File: src/tvsc_pkg.sv
// ----------------------------------------------------------------------------
// tvsc_pkg: shared types and constants for the three-voice stereo chorus
// Holds the quarter-wave sine table, the fixed gains and the control codes
// passed from the sequencer to the datapath.
// ----------------------------------------------------------------------------
package tvsc_pkg;

  localparam int DELAY_LEN   = 2048;
  localparam int ADDR_BITS   = $clog2(DELAY_LEN);
  localparam int VOICE_COUNT = 3;
  localparam int VOICE_BITS  = (VOICE_COUNT > 1) ? $clog2(VOICE_COUNT) : 1;
  localparam int SINE_DEPTH  = 256;
  localparam int SINE_LOG2   = $clog2(SINE_DEPTH);
  localparam int SINE_IDX_BITS = SINE_LOG2 + 1;
  localparam int SINE_SHIFT  = 14 - SINE_LOG2;
  localparam longint unsigned HALF_PI_Q30 = 64'd1686629713;

  // Largest g with g*g*VOICE_COUNT <= 2^32
  localparam logic [15:0] INV_SQRT_GAIN = 16'd37837;

  localparam logic [16:0] GAIN_ONE = 17'd65536;

  // Register indexes of the configuration port
  localparam logic [2:0] REG_VOICE_ONE   = 3'd0;
  localparam logic [2:0] REG_VOICE_TWO   = 3'd1;
  localparam logic [2:0] REG_VOICE_THREE = 3'd2;
  localparam logic [2:0] REG_BASE_STEP   = 3'd3;
  localparam logic [2:0] REG_MAX_MOD     = 3'd4;
  localparam logic [2:0] REG_MOD_DEPTH   = 3'd5;
  localparam logic [2:0] REG_WET_MIX     = 3'd6;

  typedef logic [15:0] sine_rom_t [SINE_DEPTH+1];

  // Quarter-wave sine, Q1.15, by a nine-term series at elaboration
  function automatic sine_rom_t build_sine();
    sine_rom_t rom;
    longint unsigned x;
    longint unsigned t;
    longint sum;
    longint q;
    for (int i = 0; i <= SINE_DEPTH; i++) begin
      x = (longint'(i) * HALF_PI_Q30) / SINE_DEPTH;
      t = x;
      sum = longint'(x);
      for (int k = 1; k <= 8; k++) begin
        t = (((t * x) >> 30) * x) >> 30;
        // Divide by (2k)(2k+1) for the term in hand
        case (k)
          1: t = t / 64'd6;
          2: t = t / 64'd20;
          3: t = t / 64'd42;
          4: t = t / 64'd72;
          5: t = t / 64'd110;
          6: t = t / 64'd156;
          7: t = t / 64'd210;
          default: t = t / 64'd272;
        endcase
        if (k % 2 == 1) sum = sum - longint'(t);
        else sum = sum + longint'(t);
      end
      if (sum < 0) sum = 0;
      q = (sum + (64'sd1 <<< 14)) >>> 15;
      if (q > 32767) q = 32767;
      rom[i] = q[15:0];
    end
    return rom;
  endfunction

  localparam sine_rom_t SINE_ROM = build_sine();

  typedef enum logic [3:0] {
    OP_NONE,
    OP_CLEAR,
    OP_CAPTURE,
    OP_LOAD,
    OP_DEPTH,
    OP_SWING,
    OP_DELAY,
    OP_READ0,
    OP_READ1,
    OP_INTERP,
    OP_PAN,
    OP_ACCUM,
    OP_FINISH
  } dp_op_t;

  typedef struct packed {
    dp_op_t                op;
    logic [VOICE_BITS-1:0] voice;
  } dp_cmd_t;

  typedef struct packed {
    logic clear_last;
  } dp_status_t;

endpackage

File: src/tvsc_ctrl.sv
// ----------------------------------------------------------------------------
// tvsc_ctrl: sequencer for the chorus
// Runs the ring clearing pass, then steps each request through the voices.
// ----------------------------------------------------------------------------
module tvsc_ctrl import tvsc_pkg::*; (
  input  logic       clk,
  input  logic       rst,
  input  logic       s_tvalid,
  output logic       s_tready,
  output logic       m_tvalid,
  input  logic       m_tready,
  output dp_cmd_t    cmd,
  input  dp_status_t status
);

  typedef enum logic [11:0] {
    S_CLEAR  = 12'b000000000001,
    S_IDLE   = 12'b000000000010,
    S_LOAD   = 12'b000000000100,
    S_DEPTH  = 12'b000000001000,
    S_SWING  = 12'b000000010000,
    S_DELAY  = 12'b000000100000,
    S_READ0  = 12'b000001000000,
    S_READ1  = 12'b000010000000,
    S_INTERP = 12'b000100000000,
    S_PAN    = 12'b001000000000,
    S_ACCUM  = 12'b010000000000,
    S_DONE   = 12'b100000000000
  } state_t;

  state_t                state, state_next;
  logic [VOICE_BITS-1:0] voice, voice_next;
  logic                  out_free;

  assign out_free = !m_tvalid || m_tready;
  assign s_tready = (state == S_IDLE);

  // Sequence the voices
  always_comb begin
    state_next = state;
    voice_next = voice;
    cmd.op     = OP_NONE;
    cmd.voice  = voice;
    case (state)
      S_CLEAR: begin
        cmd.op = OP_CLEAR;
        if (status.clear_last) state_next = S_IDLE;
      end
      S_IDLE: begin
        if (s_tvalid) begin
          cmd.op = OP_CAPTURE;
          state_next = S_LOAD;
        end
      end
      S_LOAD:   begin cmd.op = OP_LOAD;   state_next = S_DEPTH;  end
      S_DEPTH:  begin cmd.op = OP_DEPTH;  state_next = S_SWING;  end
      S_SWING:  begin cmd.op = OP_SWING;  state_next = S_DELAY;  end
      S_DELAY:  begin cmd.op = OP_DELAY;  state_next = S_READ0;  end
      S_READ0:  begin cmd.op = OP_READ0;  state_next = S_READ1;  end
      S_READ1:  begin cmd.op = OP_READ1;  state_next = S_INTERP; end
      S_INTERP: begin cmd.op = OP_INTERP; state_next = S_PAN;    end
      S_PAN:    begin cmd.op = OP_PAN;    state_next = S_ACCUM;  end
      S_ACCUM: begin
        cmd.op = OP_ACCUM;
        if (voice == VOICE_BITS'(VOICE_COUNT - 1)) begin
          voice_next = '0;
          state_next = S_DONE;
        end else begin
          voice_next = voice + 1'b1;
          state_next = S_DEPTH;
        end
      end
      S_DONE: begin
        if (out_free) begin
          cmd.op = OP_FINISH;
          state_next = S_IDLE;
        end
      end
      default: state_next = S_CLEAR;
    endcase
  end

  // Hold state, voice and output valid
  always_ff @(posedge clk) begin
    if (rst) begin
      state    <= S_CLEAR;
      voice    <= '0;
      m_tvalid <= 1'b0;
    end else begin
      state <= state_next;
      voice <= voice_next;
      if (cmd.op == OP_FINISH) m_tvalid <= 1'b1;
      else if (m_tready) m_tvalid <= 1'b0;
    end
  end

  a_no_accept_clear: assert property (@(posedge clk) disable iff (rst)
    (state == S_CLEAR) |-> !s_tready) else $error("request taken during clear");
  a_accept_load: assert property (@(posedge clk) disable iff (rst)
    (s_tvalid && s_tready) |=> (state == S_LOAD)) else $error("accept not followed by load");
  a_finish_free: assert property (@(posedge clk) disable iff (rst)
    (cmd.op == OP_FINISH) |-> out_free) else $error("result overwritten");
  a_voice_range: assert property (@(posedge clk) disable iff (rst)
    voice <= VOICE_BITS'(VOICE_COUNT - 1)) else $error("voice out of range");

endmodule

File: config.mk
export PLATFORM = sky130hd
export DESIGN_NAME = tvsc_ctrl
export DESIGN_NICKNAME = d
export VERILOG_FILES = /design/src/tvsc_pkg.sv /design/src/tvsc_ctrl.sv
export SDC_FILE = /design/constraint.sdc
export NUM_CORES = 1
export LEC_CHECK = 0
export BUFFER_PORTS_ARGS = -buffer_cell sky130_fd_sc_hd__buf_2
export CORE_MARGIN = 3
export CORE_UTILIZATION = 34
export DETAILED_ROUTE_END_ITERATION = 7
export GPL_TIMING_DRIVEN = 0
export HOLD_SLACK_MARGIN = 0.08
export PLACE_DENSITY_LB_ADDON = 0.1
export SYNTH_ARGS = -nofsm -noshare
export SYNTH_HDL_FRONTEND = slang
export SYNTH_SLANG_ARGS = --single-unit
export TNS_END_PERCENT = 30
File: constraint.sdc
create_clock -name clk -period 4.08 [get_ports clk]
set_clock_uncertainty 0.05 [all_clocks]
set_input_delay 0.816 -clock clk [delete_from_list [all_inputs] [get_ports clk]]
set_output_delay 0.816 -clock clk [all_outputs]
set_load 0.01 [all_outputs]
# Yosys cells after proc, flatten, opt, wreduce, memory -nomap -nowiden
# Index checks and enable logic that the tools add are counted.
# W data, S select, Z words.
# word_totals
regBits	15
input_bits	5
out_inout_bits	8
wordCells	36
# classes
add_sub_neg	1
n_eq_ne	17
mux	11
reduce_logical	4
# op_table
operator	count
$pmux W12 S12	1
$mux W12	4
$pmux W4 S12	1
$eq A12 B1 Y1 const B	1
$eq A12 B10 Y1 const B	1
$eq A12 B11 Y1 const B	1
$eq A12 B12 Y1 const B	1
$eq A12 B2 Y1 const B	1
$eq A12 B3 Y1 const B	1
$eq A12 B4 Y1 const B	1
$eq A12 B5 Y1 const B	1
$eq A12 B6 Y1 const B	1
$eq A12 B7 Y1 const B	1
$eq A12 B8 Y1 const B	1
$eq A12 B9 Y1 const B	1
$ne A2 B2 Y1 const B	3
$eq A4 B4 Y1 const B	1
$mux W2	2
$mux W4	1
$reduce_and A3 Y1	1
$add A2 B1 Y2 const B	1
$eq A2 B2 Y1 const B	1
$mux W1	2
$reduce_bool A2 Y1	1
other kinds (2)	2

# Longest topological paths before layout
# depth
word_depth	6
depth_mapped	6
depth_no_buf	4

# Worst setup path before layout
# Ideal clock, no wire load.
# synth_timing
path_kind	register -> output
start	reg state[9]
end	out cmd[2] (netlist name)
arrival_ps	1717
required_ps	3214
slack_ps	1497
path_stages_with_launch	6
path_buffers	2
cell_sequence	dfxtp_1 buf_6 or4_4 or3_1 buf_6 o31ai_2
# synth_rtl
element	line	source
from (decl)	tvsc_ctrl.sv:31	state_t state, state_next;
from (signal assigned)	tvsc_ctrl.sv:90	state <= state_next;
to (decl)	tvsc_ctrl.sv:12	output dp_cmd_t cmd,

==> results by group <==
Routing
  • Wire per inst: 14.73 microns
  • ANT nets after route: 0
  • Vias per cell: 5.778
  • Drt pass-1 iters: 4
  • Vias after detailed routing: about 910
  • Initial drt markers: 21
  • DR DRC count: 0
  • WL final: roughly 2300 microns

Placement
  • Worst slack at placement: ~1.3 ns
  • Placed cell count: 154
  • Final Wtd Congestion: between 0.7 and 0.8
  • Dpl hpwl: between 1500 and 2000 microns
  • Port Buffers: 11

Final layout
  • # nets final: 133
  • Layout cells sized above 1: between 20% and 30%
  • Layout Cells excl Fill: 158
  • N_diodes: 0
  • # fillers: around 280
  • Area delta synth->final: 12.01%

Global routing
  • Pin count of the biggest net entering global routing: 11
  • Overflow left after global routing: 0
  • First-pass GRT wire length: approximately 3700 microns
  • Total Routing Usage GR: between 10 and 15%
  • Vias in the first global route: roughly 770
  • Initial antenna violation count: 0

Power and ir drop
  • Worst-case vdd ir drop: 0.1386 mV
  • Leakage power: 0.0004466 uW
  • Pwr/cell area: roughly 320 mW/mm^2

Synthesis
  • Post-Syn Nets: about 120
  • Synth async-reset ratio: 0%
  • Yosys cell types: 42
  • Mapped Area: around 1000 sq um
  • EDFF count, synth: 0
  • Sequential area share after synthesis: a little under a third
  • Post-synthesis cell count: 112
  • Yosys warnings: 0
  • Post-Syn Area per Cell: 8.926 sq um
  • Main synth FF type: dfxtp_1
  • Yosys reg bits: 15

Worst setup path
  • CP startpoint: state[8]
  • Crit path DAT: 2.28 ns
  • Reg2reg path depth: 5
  • Crit Reg-Reg Startpoint: state[1]
  • R2R Setup Slk: 2.08 ns
  • Crit path capture type: output port
  • RR Endpoint: state[4]
  • Delay of the slowest cell on the worst path: between 0.6 and 0.7 ns
  • Cell Chain, Critical Path: clkbuf_1, nor4_1, nand3_1, o221a_2, o31ai_2, buf_2
  • Critical path endpoint: cmd[2]
  • WS Path Type: reg2out
  • Worst Path Required: approximately 3.2 ns
  • CP max stage cell: nor4_1
  • Crit-path max FO: 9
  • CP startpoint kind: flop

STA
  • Tcrit/Tclk final: between 70% and 80%
  • RSZ-0062 raised after global routing: no
  • Final worst slack: just over 0.9 ns
  • Final setup viols: 0
  • Final Hold Fails: 0
  • Rel. slew slack: 50.30%
  • Fin crit period: 3.146 ns
  • Total negative slack: 0 ns
  • Max Slew Vio Count: 0
  • Peak Freq: about 320 MHz
  • Slew at the pin closest to its max-slew limit: 0.7387 ns

Floorplanning
  • # IOs: 13
  • Std-Cell Rows: 19
  • Effective utilization at floorplan: between 30% and 40%
  • DIE WIDTH: 60.23 microns
  • Core box area: between 0.002 and 0.003 sq mm
  • Die Area: around 0.0036 sq mm
  • Die Y: ~60 microns

Clocking
  • Hold_buf cts: 0
  • CTS sink count: 15
  • Clk_lat worst skew: roughly 0.30 ns
  • Post-CTS Repair Setup Buffers: 0
  • Clock slew at reported path FFs: 0.11 ns
  • H-Tree Depth: 1
  • CTS buffer count: 3
  • CTS tree: done
  • Clock buffer depth: 2
  • Post-CTS sizing: 0
  • Root buffer cell: clkbuf_4

Worst hold path
  • Hold WC Path Type: reg2reg

Run
  • Max-cap violation count: 0

Status
  • Outcome: completed
==> cells in the final DEF (no fill, tap or decap), types with 2 or more instances in the layout <==
master / n
o21ai_0: 4
clkbuf_4: 3
nand2_1: 4
buf_4: 2
nor4_1: 4
nor3_1: 7
nand2b_1: 6
or3_1: 4
dfxtp_1: 15
nand3_1: 2
buf_2: 13
nand4_1: 4
clkbuf_1: 3
buf_6: 3
xnor2_1: 2
a211o_1: 2
xor2_1: 5
nor4_2: 3
a21oi_1: 6
or4_4: 3
o31ai_1: 2
or4b_2: 2
nor2_1: 7
o2111a_1: 2
==> stage by stage <==
step / hold WS [ns] / power (uW) / cell area, sq um / util [%]
2_1_floorplan: 0.4581 / 239.2 / 999.7 / -
3_3_place_gp: 0.4276 / 261.1 / 1094 / 39.32
3_5_place_dp: 0.4326 / 262.9 / 1094 / 39.32
4_1_cts: 0.4481 / 355.0 / 1120 / 40.26
5_1_grt: 0.4996 / 370.7 / 1120 / 40.26
6_report: 0.4474 / 353.3 / 1120 / 40.26
==> kinds of logic after synthesis <==
logic type / after synthesis / synth area share, %
buf+inv: 11 / 7.508
simple gates: 53 / 36.67
xor+xnor: 7 / 6.133
flops: 15 / 30.04
compound gates: 26 / 19.65
==> worst min path at each step <==
| stage | end | cells after the start | from |
|---|---|---|---|
| floorplan | voice[0] | 2 | voice[0] |
| global placement | voice[0] | 2 | voice[0] |
| detailed placement | voice[0] | 2 | voice[0] |
| CTS | voice[0] | 2 | voice[0] |
| global route | voice[1] | 2 | voice[1] |
| finish | voice[0] | 2 | voice[0] |
==> layout make-up <==
cell class	count	area, sq um	area share [%]
Buffer	10	71.32	6.369
Clock buffer	4	26.28	2.346
Sequential cell	15	300.3	26.82
Multi-Input combinational cell	86	624.3	55.75
Tap cell	31	38.79	3.464
Inverter	1	3.754	0.3352
Timing Repair Buffer	11	55.05	4.916
==> Yosys cell counts (2+ instances only) <==
library cell	count	share of area, %
buf_6	3	3.4
nand4_1	4	2.5
o2111a_1	2	2.3
nor2_1	7	2.6
or3_1	4	2.5
or4_4	3	3.4
o21ai_0	4	2.0
nor4_1	4	2.5
a21oi_1	6	3.0
nand2_1	4	1.5
o31ai_1	2	1.5
nor4_2	3	3.8
or4b_2	2	2.0
dfxtp_1	15	30
buf_4	2	1.5
nand2b_1	6	3.8
buf_2	2	1.0
nor3_1	7	3.5
clkbuf_1	2	0.75
xnor2_1	2	1.8
nand3_1	2	1.0
a211o_1	2	1.8
xor2_1	5	4.4
==> worst max-delay path: cells and delay by family (launching register included) <==
kind | cells | cell delay, ns
AND/OR/NAND/NOR | 2 | 0.91
AO/OA/AOI/OAI | 2 | 0.43
buffers and inverters | 2 | 0.35
flip-flops | 1 | 0.31
==> registers in the layout (all words and copies together) (netlist names) <==
signal,flops
state,12
voice,2
m_tvalid,1
==> power breakdown <==
group          total [uW]  leakage (uW)  switching (uW)  internal (uW)
Clock                93.8     0.0000150            55.8           38.1
Sequential            158      0.000121            6.42            152
Combinational         101      0.000310            55.8           45.3
==> per-layer routing <==
layer	vias up	GRT usage [%]	part of all wire, %
met1	410	20.98	47
met2	38	19.14	43
li1	460	-	-
met5	-	0	0
met3	5	2.160	8.5
met4	0	6.646	1.8
No activity file was read; power rests on OpenSTA's default activity.
